File: src/rtl/core/efpt_pkg.sv
`timescale 1ns / 1ps
// ----------------------------------------------------------------------------
// efpt_pkg: shared definitions of the encoder frame position tracker
// Frame layout, wrap constants, the frame record type and register map.
// ----------------------------------------------------------------------------
package efpt_pkg;

  // Frame layout: sync byte, status byte, 24-bit little-endian position,
  // XOR check byte.
  localparam int FRAME_BYTES = 6;
  localparam int IDX_W       = 3;
  localparam logic [IDX_W-1:0] IDX_FIRST = IDX_W'(0);
  localparam logic [IDX_W-1:0] IDX_POS0  = IDX_W'(2);
  localparam logic [IDX_W-1:0] IDX_POS1  = IDX_W'(3);
  localparam logic [IDX_W-1:0] IDX_POS2  = IDX_W'(4);
  localparam logic [IDX_W-1:0] IDX_CHECK = IDX_W'(FRAME_BYTES - 1);

  localparam logic [7:0] SYNC_RESET = 8'h32;

  // Wrap correction: step = d - trunc(d / WRAP_HALF) * WRAP_SPAN.
  localparam int WRAP_HALF = 2560000;
  localparam int WRAP_SPAN = 5120000 - 1;
  localparam int QMAX      = 6;     // largest |trunc(d / WRAP_HALF)|

  localparam int Q_DEPTH = 2;

  // APB register map, one 32-bit register per word.
  localparam int APB_ADDR_W = 3;
  localparam int REG_IDX_W  = APB_ADDR_W - 2;
  localparam logic [REG_IDX_W-1:0] REG_SYNC_BYTE = REG_IDX_W'(0);

  typedef struct packed {
    logic        ok;
    logic [23:0] pos;
  } frame_t;

  // Correction magnitude for a quotient magnitude k.
  function automatic logic [25:0] wrap_corr(input logic [2:0] k);
    logic [25:0] r;
    r = 26'(k) * 26'(WRAP_SPAN);
    return r;
  endfunction

endpackage

File: src/rtl/core/efpt_if.sv
`timescale 1ns / 1ps
// ----------------------------------------------------------------------------
// efpt_if: valid/ready channels of the encoder frame position tracker
// Byte input channel and frame result channel.
// ----------------------------------------------------------------------------
interface efpt_byte_if;
  logic       valid;
  logic       ready;
  logic [7:0] rx_byte;

  modport source (output valid, output rx_byte, input ready);
  modport sink   (input valid, input rx_byte, output ready);
endinterface

interface efpt_result_if;
  logic               valid;
  logic               ready;
  logic               check_ok;
  logic        [23:0] raw_position;
  logic signed [24:0] position_step;
  logic signed [31:0] total_position;
  logic        [15:0] check_error_count;

  modport source (output valid, output check_ok, output raw_position,
                  output position_step, output total_position,
                  output check_error_count, input ready);
  modport sink   (input valid, input check_ok, input raw_position,
                  input position_step, input total_position,
                  input check_error_count, output ready);
endinterface

File: src/rtl/core/efpt_front.sv
`timescale 1ns / 1ps
// ----------------------------------------------------------------------------
// efpt_front: sync hunt and frame assembly
// Locks on the sync byte, counts bytes and emits one frame record per frame.
// ----------------------------------------------------------------------------
module efpt_front (
  input  logic            clk,
  input  logic            rst,
  input  logic      [7:0] sync_byte,
  input  logic            in_valid,
  input  logic      [7:0] in_byte,
  output logic            in_ready,
  output logic            push,
  output efpt_pkg::frame_t push_data,
  input  logic            q_full
);
  import efpt_pkg::*;

  logic             locked;
  logic [IDX_W-1:0] idx;
  logic [7:0]       xacc;
  logic [23:0]      pos;
  logic             take;

  // Only the last byte of a frame needs room in the queue.
  assign in_ready = !(locked && (idx == IDX_CHECK) && q_full);
  assign take     = in_valid && in_ready;
  assign push     = take && locked && (idx == IDX_CHECK);

  assign push_data.ok  = (xacc == in_byte);
  assign push_data.pos = pos;

  always_ff @(posedge clk) begin
    if (rst) begin
      locked <= 1'b0;
      idx    <= IDX_FIRST;
    end else if (take) begin
      if (!locked) begin
        if (in_byte == sync_byte) begin
          locked <= 1'b1;
          idx    <= IDX_W'(1);
        end
      end else if (idx == IDX_CHECK) begin
        idx <= IDX_FIRST;
      end else begin
        idx <= idx + IDX_W'(1);
      end
    end
  end

  always_ff @(posedge clk) begin
    if (take) begin
      if (!locked || (idx == IDX_FIRST)) begin
        xacc <= in_byte;
      end else begin
        xacc <= xacc ^ in_byte;
      end
      if (locked) begin
        case (idx)
          IDX_POS0: pos[7:0]   <= in_byte;
          IDX_POS1: pos[15:8]  <= in_byte;
          IDX_POS2: pos[23:16] <= in_byte;
          default: ;
        endcase
      end
    end
  end

endmodule

File: src/rtl/core/efpt_queue.sv
`timescale 1ns / 1ps
// ----------------------------------------------------------------------------
// efpt_queue: frame record queue
// Small FIFO that decouples frame assembly from the position arithmetic.
// ----------------------------------------------------------------------------
module efpt_queue (
  input  logic             clk,
  input  logic             rst,
  input  logic             push,
  input  efpt_pkg::frame_t push_data,
  output logic             full,
  input  logic             pop,
  output logic             not_empty,
  output efpt_pkg::frame_t pop_data
);
  import efpt_pkg::*;

  localparam int PTR_W = $clog2(Q_DEPTH);
  localparam int CNT_W = $clog2(Q_DEPTH + 1);

  frame_t           slots [Q_DEPTH];
  logic [PTR_W-1:0] wr_ptr;
  logic [PTR_W-1:0] rd_ptr;
  logic [CNT_W-1:0] count;
  logic             do_pop;

  assign full      = (count == CNT_W'(Q_DEPTH));
  assign not_empty = (count != CNT_W'(0));
  assign pop_data  = slots[rd_ptr];
  assign do_pop    = pop && not_empty;

  function automatic logic [PTR_W-1:0] bump(input logic [PTR_W-1:0] p);
    logic [PTR_W-1:0] r;
    r = (p == PTR_W'(Q_DEPTH - 1)) ? PTR_W'(0) : p + PTR_W'(1);
    return r;
  endfunction

  always_ff @(posedge clk) begin
    if (rst) begin
      wr_ptr <= '0;
      rd_ptr <= '0;
      count  <= '0;
    end else begin
      if (push) wr_ptr <= bump(wr_ptr);
      if (do_pop) rd_ptr <= bump(rd_ptr);
      if (push && !do_pop) begin
        count <= count + CNT_W'(1);
      end else if (do_pop && !push) begin
        count <= count - CNT_W'(1);
      end
    end
  end

  always_ff @(posedge clk) begin
    if (push) slots[wr_ptr] <= push_data;
  end

endmodule

File: src/rtl/core/efpt_back.sv
`timescale 1ns / 1ps
// ----------------------------------------------------------------------------
// efpt_back: position difference, wrap correction and accumulation
// Three-stage pipeline from a frame record to the result register.
// ----------------------------------------------------------------------------
module efpt_back (
  input  logic              clk,
  input  logic              rst,
  input  logic              q_valid,
  input  efpt_pkg::frame_t  q_data,
  output logic              q_pop,
  output logic              res_valid,
  input  logic              res_ready,
  output logic              res_ok,
  output logic       [23:0] res_raw,
  output logic signed [24:0] res_step,
  output logic signed [31:0] res_total,
  output logic       [15:0] res_err
);
  import efpt_pkg::*;

  logic               advance;
  logic [23:0]        prev_pos;

  logic               s1_valid;
  logic               s1_ok;
  logic [23:0]        s1_pos;
  logic signed [24:0] s1_d;

  logic               s2_valid;
  logic               s2_ok;
  logic [23:0]        s2_pos;
  logic signed [24:0] s2_step;

  logic signed [24:0] d_new;
  logic signed [25:0] d_ext;
  logic [QMAX-1:0]    ge_pos;
  logic [QMAX-1:0]    le_neg;
  logic [2:0]         qmag;
  logic [25:0]        corr;
  logic signed [25:0] step_wide;

  assign advance = !res_valid || res_ready;
  assign q_pop   = advance && q_valid;
  assign d_new   = $signed({1'b0, q_data.pos}) - $signed({1'b0, prev_pos});

  // Quotient magnitude from a row of threshold compares.
  always_comb begin
    d_ext = 26'(s1_d);
    qmag  = 3'd0;
    for (int k = 1; k <= QMAX; k++) begin
      ge_pos[k-1] = d_ext >= $signed(26'(k * WRAP_HALF));
      le_neg[k-1] = d_ext <= -$signed(26'(k * WRAP_HALF));
    end
    for (int k = 0; k < QMAX; k++) begin
      qmag = qmag + 3'(s1_d[24] ? le_neg[k] : ge_pos[k]);
    end
    corr      = wrap_corr(qmag);
    step_wide = s1_d[24] ? d_ext + $signed(corr) : d_ext - $signed(corr);
  end

  always_ff @(posedge clk) begin
    if (rst) begin
      prev_pos  <= '0;
      s1_valid  <= 1'b0;
      s2_valid  <= 1'b0;
      res_valid <= 1'b0;
      res_raw   <= '0;
      res_step  <= '0;
      res_total <= '0;
      res_err   <= '0;
    end else if (advance) begin
      s1_valid  <= q_valid;
      s2_valid  <= s1_valid;
      res_valid <= s2_valid;
      if (q_valid && q_data.ok) prev_pos <= q_data.pos;
      if (s2_valid) begin
        if (s2_ok) begin
          res_raw   <= s2_pos;
          res_step  <= s2_step;
          res_total <= res_total + {{7{s2_step[24]}}, s2_step};
        end else begin
          res_err <= res_err + 16'd1;
        end
      end
    end
  end

  always_ff @(posedge clk) begin
    if (advance) begin
      s1_ok   <= q_data.ok;
      s1_pos  <= q_data.pos;
      s1_d    <= d_new;
      s2_ok   <= s1_ok;
      s2_pos  <= s1_pos;
      s2_step <= step_wide[24:0];
      res_ok  <= s2_ok;
    end
  end

endmodule

File: src/rtl/core/encoder_frame_position_tracker.sv
`timescale 1ns / 1ps
// ----------------------------------------------------------------------------
// encoder_frame_position_tracker: serial encoder frame to multi-turn position
// Hunts for the sync byte, assembles six-byte frames, checks their XOR byte
// and unwraps the 24-bit single-turn position into a 32-bit total.
// ----------------------------------------------------------------------------
//
//   channel   dir  transfer                 payload
//   --------  ---  -----------------------  -----------------------------------
//   byte_in   in   one serial byte          rx_byte
//   result    out  one completed frame      check_ok, raw_position,
//                                           position_step, total_position,
//                                           check_error_count
//   apb       in   register write or read   sync_byte at address 0
//
// One byte is taken every clock cycle while byte_in.ready is high. A result
// follows the transfer of the last byte of its frame through the queue and the
// registered stages for the difference, the wrap correction and the accumulation.
// Reset (rst, synchronous) returns to hunting with all counters at zero.
// A stalled result holds the back pipeline; the two-frame queue then fills and
// byte_in.ready drops only at the last byte of a frame that finds no room.
//
module encoder_frame_position_tracker (
  input  logic                            clk,
  input  logic                            rst,
  efpt_byte_if.sink                       byte_in,
  efpt_result_if.source                   result,
  input  logic                            psel,
  input  logic                            penable,
  input  logic                            pwrite,
  input  logic [efpt_pkg::APB_ADDR_W-1:0] paddr,
  input  logic                     [31:0] pwdata,
  output logic                     [31:0] prdata,
  output logic                            pready
);
  import efpt_pkg::*;

  logic [7:0]           sync_byte;
  logic [REG_IDX_W-1:0] reg_idx;
  logic                 push;
  frame_t               push_data;
  logic                 q_full;
  logic                 q_pop;
  logic                 q_valid;
  frame_t               q_data;

  // The register word index is the address above the byte offset.
  assign reg_idx = paddr[APB_ADDR_W-1:2];
  assign pready  = 1'b1;
  assign prdata  = (reg_idx == REG_SYNC_BYTE) ? {24'd0, sync_byte} : 32'd0;

  // The sync value only matters while hunting; a write in lock is kept, but
  // only reset ends the lock, and reset reloads the default value.
  always_ff @(posedge clk) begin
    if (rst) begin
      sync_byte <= SYNC_RESET;
    end else if (psel && penable && pwrite && (reg_idx == REG_SYNC_BYTE)) begin
      sync_byte <= pwdata[7:0];
    end
  end

  // Front: sync hunt, byte counting and the running XOR of the frame.
  efpt_front u_front (
    .clk       (clk),
    .rst       (rst),
    .sync_byte (sync_byte),
    .in_valid  (byte_in.valid),
    .in_byte   (byte_in.rx_byte),
    .in_ready  (byte_in.ready),
    .push      (push),
    .push_data (push_data),
    .q_full    (q_full)
  );

  // Queue of completed frame records between the two halves.
  efpt_queue u_queue (
    .clk       (clk),
    .rst       (rst),
    .push      (push),
    .push_data (push_data),
    .full      (q_full),
    .pop       (q_pop),
    .not_empty (q_valid),
    .pop_data  (q_data)
  );

  // Back: difference to the last good position, wrap correction, totals.
  // The result register holds the running state, so a failed frame shows the
  // last accepted position, step and total with the new error count.
  efpt_back u_back (
    .clk       (clk),
    .rst       (rst),
    .q_valid   (q_valid),
    .q_data    (q_data),
    .q_pop     (q_pop),
    .res_valid (result.valid),
    .res_ready (result.ready),
    .res_ok    (result.check_ok),
    .res_raw   (result.raw_position),
    .res_step  (result.position_step),
    .res_total (result.total_position),
    .res_err   (result.check_error_count)
  );

endmodule

File: src/flat_wrapper.sv
// flat-port wrapper written by rule: the top's interface ports become plain ports
module encoder_frame_position_tracker_flat import efpt_pkg::*;
  (clk, rst, psel, penable, pwrite, paddr, pwdata, prdata, pready, byte_in_valid, byte_in_rx_byte, byte_in_ready, result_valid, result_check_ok, result_raw_position, result_position_step, result_total_position, result_check_error_count, result_ready);
  efpt_byte_if byte_in_i ();
  efpt_result_if result_i ();
  input  logic clk;
  input  logic rst;
  input  logic psel;
  input  logic penable;
  input  logic pwrite;
  input  logic [efpt_pkg::APB_ADDR_W-1:0] paddr;
  input  logic                     [31:0] pwdata;
  output logic                     [31:0] prdata;
  output logic pready;
  input wire logic [$bits(byte_in_i.valid)-1:0] byte_in_valid;
  input wire logic [$bits(byte_in_i.rx_byte)-1:0] byte_in_rx_byte;
  output wire logic [$bits(byte_in_i.ready)-1:0] byte_in_ready;
  output wire logic [$bits(result_i.valid)-1:0] result_valid;
  output wire logic [$bits(result_i.check_ok)-1:0] result_check_ok;
  output wire logic [$bits(result_i.raw_position)-1:0] result_raw_position;
  output wire logic [$bits(result_i.position_step)-1:0] result_position_step;
  output wire logic [$bits(result_i.total_position)-1:0] result_total_position;
  output wire logic [$bits(result_i.check_error_count)-1:0] result_check_error_count;
  input wire logic [$bits(result_i.ready)-1:0] result_ready;
  assign byte_in_i.valid = byte_in_valid;
  assign byte_in_i.rx_byte = byte_in_rx_byte;
  assign byte_in_ready = byte_in_i.ready;
  assign result_valid = result_i.valid;
  assign result_check_ok = result_i.check_ok;
  assign result_raw_position = result_i.raw_position;
  assign result_position_step = result_i.position_step;
  assign result_total_position = result_i.total_position;
  assign result_check_error_count = result_i.check_error_count;
  assign result_i.ready = result_ready;
  encoder_frame_position_tracker u_core (.clk(clk), .rst(rst), .byte_in(byte_in_i), .result(result_i), .psel(psel), .penable(penable), .pwrite(pwrite), .paddr(paddr), .pwdata(pwdata), .prdata(prdata), .pready(pready));
endmodule
File: config.mk
export PLATFORM = sky130hd
export DESIGN_NAME = encoder_frame_position_tracker_flat
export DESIGN_NICKNAME = d
export VERILOG_FILES = /design/src/rtl/core/efpt_pkg.sv /design/src/rtl/core/efpt_if.sv /design/src/rtl/core/efpt_front.sv /design/src/rtl/core/efpt_queue.sv /design/src/rtl/core/efpt_back.sv /design/src/rtl/core/encoder_frame_position_tracker.sv /design/src/flat_wrapper.sv
export SDC_FILE = /design/constraint.sdc
export NUM_CORES = 1
export LEC_CHECK = 0
export BUFFER_PORTS_ARGS = -buffer_cell sky130_fd_sc_hd__clkbuf_2
export CORE_MARGIN = 1
export CORE_UTILIZATION = 30
export DETAILED_ROUTE_END_ITERATION = 8
export HOLD_SLACK_MARGIN = 0.05
export PLACE_DENSITY = 0.51
export SETUP_SLACK_MARGIN = 0.4
export SYNTH_ARGS = -nofsm -noshare
export SYNTH_HDL_FRONTEND = slang
export SYNTH_SLANG_ARGS = --single-unit
File: constraint.sdc
create_clock -name clk -period 15.75 [get_ports clk]
set_input_delay 1.575 -clock clk [delete_from_list [all_inputs] [get_ports clk]]
set_output_delay 1.575 -clock clk [all_outputs]
set_load 0.005 [all_outputs]
Word-level counts from Yosys, hierarchy flattened
Memory sizes are Yosys's and may differ from the RTL's. A register that Yosys moved wholly into a read port is not among the register bits.
Index checks and enable logic that the tools add are counted.
Cells by class
  add/sub/neg operators: 15
  multipliers: 1
  div/mod/pow operators: 0
  $lt $le $gt $ge: 12
  equality and inequality tests: 7
  shift operators: 0
  muxes and demuxes: 22
  bitwise logic cells: 3
  reduce and logical (&&, ||, !) cells: 31
Operator list (number)
  $ge 25x25->1 const B: 3
  $le 25x25->1 const B: 3
  $ge 25x24->1 const B: 2
  $le 25x24->1 const B: 2
  $add 32x32->32: 1
  $add 25x25->25: 1
  $ge 25x23->1 const B: 1
  $le 25x23->1 const B: 1
  $mul 3x23->25 const B: 1
  $mux 25: 1
  $sub 24x24->25: 1
  $sub 25x25->25: 1
  $add 16x1->16 const B: 1
  $eq 8x8->1: 2
  $mux 8: 2
  $reduce_and 3->1: 5
  $mux 1: 14
  $logic_and 1x1->1: 13
  $add 3x1->3: 3
  $mux 3: 3
  $xor 8x8->8: 1
  $eq 3x2->1 const B: 2
  $eq 3x3->1 const B: 2
  $reduce_bool 2->1: 3
  other kinds (13): 22
Storage, ports and cells
  register bits: 273
  latch bits: 0
  RAM bits: 50
  bits in read-only memories: 0
  bits of input ports: 50
  output and inout bits: 133
  logic and storage cells: 117
  memories kept: 1
Memory list
  u_core.u_queue.slots: words 2, bits a word 25, rd ports 1, clocked after Yosys merged registers in 1, write ports 1, RTL line efpt_queue.sv:21  | frame_t slots [Q_DEPTH];

Longest topological paths before layout
  depth after elaboration: 11
  mapped depth: 34

Cells and area by module
A second synthesis with hierarchy kept.
Second synthesis, totals
  cells, all modules: 1687
  area total of the unflattened synthesis: 16862.4 µm²
By module, submodules not included
  efpt_back: instances 1, cells an instance 1409, area an instance 12689.7 µm², sequential area each 5515.3 µm²
  efpt_queue: instances 1, cells an instance 100, area an instance 2014.4 µm², sequential area each 1601.5 µm²
  efpt_front: instances 1, cells an instance 108, area an instance 1542.7 µm², sequential area each 1041.0 µm²
  encoder_frame_position_tracker: instances 1, cells an instance 70, area an instance 615.6 µm², sequential area each 160.2 µm²

Least setup slack after synthesis
Ideal clock, no wire load.
  path type: reg-to-reg
  start point: reg u_core.u_back.s1_d[5]
  end point: reg u_core.u_back.s2_step[23] (data pin)
  data arrival time: 8172 ps
  data required time: 15488 ps
  slack: 7316 ps
  stages on the path, launching flop included: 34
  path buffers: 0
  cells stage by stage: edfxtp_1 nor4_1 nand3_1 nor3_1 a31oi_1 o311a_1 o2111ai_1 o41ai_1 fa_1 fa_1 inv_1 ha_1 fa_1 inv_1 fa_1 ha_1 inv_1 fa_1 inv_1 fa_1 or2_2 or3_1 nor2_1 nor2_1 xor2_1 ha_1 nand4_1 a21oi_1 a21oi_2 nor4_1 or3_1 a31oi_2 o21ai_1 xor2_1
Between the ends
  cells in the longest elaborated chain, start to end: 10
  elaborated cells on any way between the ends: 27
  classes of those cells: add/sub: 7; mul: 1; order compare: 12; mux: 7
RTL lines
  start: declaration: RTL line efpt_back.sv:28  | logic signed [24:0] s1_d;
  start signal: assignment: RTL line efpt_back.sv:93  | s1_d <= d_new;
  $ge 25x23->1 (tied with other cells): RTL line efpt_back.sv:52  | ge_pos[k-1] = d_ext >= $signed(26'(k * WRAP_HALF));
  $mux 1: RTL line efpt_back.sv:56  | qmag = qmag + 3'(s1_d[24] ? le_neg[k] : ge_pos[k]);
  $add 1x1->2: RTL line efpt_back.sv:56
  $add 2x1->3: RTL line efpt_back.sv:56
  $add 3x1->3 (3 in a row): RTL line efpt_back.sv:56
  $mul 3x23->25: RTL line efpt_pkg.sv:40  | r = 26'(k) * 26'(WRAP_SPAN);
  $sub 25x25->25 or $add 25x25->25 (tied branches): RTL line efpt_back.sv:59  | step_wide = s1_d[24] ? d_ext + $signed(corr) : d_ext - $signed(corr);
  $mux 25 (*): RTL line efpt_back.sv:59
  via u_core.u_back.step_wide[23]: RTL line efpt_back.sv:41  | logic signed [25:0] step_wide;
  end signal: assignment: RTL line efpt_back.sv:96  | s2_step <= step_wide[24:0];
  end: declaration: RTL line efpt_back.sv:33  | logic signed [24:0] s2_step;
The timed path passes the listed nets; every way through them passes the cells marked *.
A chain may end at the register's enable or synchronous reset.

Worst setup path after layout
  start point: reg u_core.u_back.s1_d[2]
  end point: reg u_core.u_back.s2_step[23] (data pin)
Same word-level chain as after synthesis.

==> metrics.txt <==
status=completed; Hold-fix buffers, CTS=0; core area=55,520 um2; vias in the first global route=12,050; HP Start=u_core.u_back.s1_pos[5]; Die Y=239.9 um; register bit count reported by yosys=324; vias post-DR=12,510; CTS tree=yes; initial antenna violation count=0; critical path type=reg -> reg; VDD IR max=52.99 uV; WP data arrival=10.14 ns; YS warnings=0; Pleak=7.383 nW; # resized after CTS=0; # IOs=183; 1st-pass router iterations=5; Bufs on Longest Clock Path=3; Post-Syn Area per Cell=9.975 um2; cell area after synthesis=16,980 um2; Root Buffer=clkbuf_16; DIE AREA=57,550 um2; Wirelength per Cell=15.59 um; area share of the largest cell type after synthesis=32.37%; Setup Fix Bufs, Post-CTS=0; post-route ant nets=0; Cell Rows=86; DRC viols=0; Die X=239.9 um; largest net degree at the start of global routing=101; fin nets=1,968; Power Dens Cells=95.95 nW/um2; crit path max fanout=6; # fillers=5,685; Buffers on Ports=131; CTS Buf Count=36; Synth area leader=edfxtp_1; post-route setup TNS=0 ns; starting density of the core=30.58%; Final Setup Violations=0; WL final=40.36 mm; Peak Freq=102.3 MHz; Synth cell types=76; RSZ-0062 raised after global routing=no; Worst Hold Class=reg -> reg; H-tree depth=2; first-pass GRT wire length=64.21 mm; crit path max-delay cell type=fa_1; Rel. slew slack=28.21%; Crit path top cell by count=fa_1; MaxCap Viol Count=0; Final GP Congestion=0.8899; reg2reg start=u_core.u_back.s1_d[2]; Seq/Total Area, Yosys=48.99%; Post-Syn Instances=1,702; # clock sinks=324; Worst setup SP type=register; Antenna Cells=0; Worst EP required=16.11 ns; Reg clk slew, reported paths=0.06 ns; initial DRC count=685; Async SR Flop Fraction=0%; Slew Viols, Final=0; vias per cell=4.833; clock latency on the worst-skew pair=0.56 ns; EDFF count, synth=183; Area Growth Syn to Fin=15.09%; gr ovfl total=0; Critical Path Start=u_core.u_back.s1_d[2]; crit path capture type=register; Crit path largest cell delay=0.70 ns; Top FF cell, synth=edfxtp_1; top cells by area, synth=edfxtp_1 (32%), dfxtp_1 (17%), ha_1 (6.7%), a21oi_1 (5.2%), nand2_1 (5.1%); Tmin final=9.777 ns; Hold Vio Cnt, Final=0; detailed placement HPWL=29.26 mm; GRT Util Overall=13.99%; Setup Skew=0.02543 ns; final worst-path cycle share=62.08%; layout cells sized above 1=13.21%; Slew @ Worst Pin=1.077 ns; worst hold slack=0.4191 ns
-- metrics by stage --
step	utilization, %	setup slack (ns)	std cells	instance area [um2]	power [mW]
2_1_floorplan	-	7.316	1725	17060	0.9877
3_3_place_gp	32.95	6.290	2522	18300	1.009
3_5_place_dp	32.95	6.103	2522	18300	1.009
4_1_cts	35.19	6.077	2588	19540	1.902
5_1_grt	35.19	5.366	2588	19540	1.943
6_report	35.19	5.973	2588	19540	1.875
-- metal layers --
layer  vias to the layer above  part of all wire (%)  GRT usage, %
met1                      5929                    47         18.21
li1                       6243                     -             -
met4                         0                   2.4         4.767
met3                        67                   4.0         2.285
met2                       270                    47         23.45
met5                         -                     0             0
-- cell usage after synthesis (all sizes together), types with 4 or more instances --
| master | instances |
|---|---|
| a2111oi | 4 |
| a211oi | 13 |
| a21boi | 7 |
| a21o | 27 |
| a21oi | 179 |
| a31oi | 18 |
| and2 | 10 |
| and3 | 18 |
| and4 | 5 |
| buf | 37 |
| clkbuf | 54 |
| dfxtp | 141 |
| edfxtp | 183 |
| fa | 15 |
| ha | 91 |
| inv | 75 |
| mux2 | 24 |
| mux2i | 28 |
| nand2 | 230 |
| nand2b | 13 |
| nand3 | 40 |
| nand3b | 6 |
| nand4 | 14 |
| nand4b | 5 |
| nor2 | 125 |
| nor2b | 21 |
| nor3 | 27 |
| nor4 | 12 |
| o211ai | 6 |
| o21a | 10 |
| o21ai | 61 |
| o21bai | 16 |
| o311ai | 4 |
| o31a | 4 |
| o31ai | 4 |
| or2 | 4 |
| or3 | 10 |
| or4 | 4 |
| xnor2 | 74 |
| xor2 | 44 |
-- kinds of logic after synthesis --
family                   after synthesis  synth area share, %
AND/OR/NAND/NOR                      553                15.09
AO/OA/AOI/OAI                        381                13.76
flip-flops                           324                48.99
buffers and inverters                166                4.304
XOR/XNOR                             118                6.087
adder cells (fa/ha/maj)              106                8.475
multiplexers                          52                3.243
other                                  2              0.04423
-- cells in the final DEF, fill, tap and decap left out, drive strengths merged, types with 5 or more instances in the layout --
| cell | n |
|---|---|
| nand2 | 230 |
| edfxtp | 183 |
| a21oi | 179 |
| clkbuf | 178 |
| dfxtp | 141 |
| nor2 | 125 |
| ha | 91 |
| inv | 76 |
| xnor2 | 74 |
| o21ai | 61 |
| xor2 | 44 |
| nand3 | 40 |
| mux2i | 28 |
| a21o | 27 |
| nor3 | 27 |
| conb | 25 |
| mux2 | 24 |
| nor2b | 21 |
| and3 | 18 |
| a31oi | 18 |
| o21bai | 16 |
| fa | 15 |
| nand4 | 14 |
| nand2b | 13 |
| a211oi | 13 |
| nor4 | 12 |
| and2 | 10 |
| o21a | 10 |
| or3 | 10 |
| buf | 10 |
| clkinv | 9 |
| a21boi | 7 |
| nand3b | 6 |
| o211ai | 6 |
| nand4b | 5 |
| and4 | 5 |
| bufinv | 5 |
-- layout make-up --
type	count	area [um2]	share of cell area (%)
clock buffers	48	1008	5.161
inverters	75	284.0	1.454
flip-flops and latches	324	8318	42.57
multi-input cells	1235	8034	41.12
clock inverters	18	232.7	1.191
repair buffers	140	725.7	3.714
well taps	748	935.9	4.790
-- state kept, by name (all words and copies together), names as in the netlist, 25 cells and up, named ones only --
signal / cells
u_core.u_queue.slots: 50
u_core.u_back.s1_d: 25
u_core.u_back.res_step: 25
u_core.u_back.res_total: 32
u_core.u_back.s2_step: 25
-- power by group --
group          internal, mW  total, mW  switching, mW
clock                 0.535      0.883          0.348
combinational        0.0312     0.0829         0.0517
sequential            0.898      0.909         0.0105
total                  1.46       1.87          0.410
-- critical path: cells and delay by family (launching register included) --
family / cells / cell delay [ns]
fa+ha+maj: 9 / 4.06
flops: 1 / 0.49
xor+xnor: 2 / 0.44
simple gates: 10 / 2.80
buf+inv: 4 / 0.45
compound gates: 8 / 1.34
-- final timing paths --
| kind | endpoint | slack (ns) | cells past startpoint |
|---|---|---|---|
| setup / recovery | u_core.u_back.s2_step[23] | 5.97 | 33 |
| hold / removal | u_core.u_back.s2_pos[5] | 0.42 | 0 |
| setup reg to reg | u_core.u_back.s2_step[23] | 5.97 | 33 |
| hold reg to reg | u_core.u_back.s2_pos[5] | 0.42 | 0 |
Note: power is estimated with default switching activity, not from simulation.
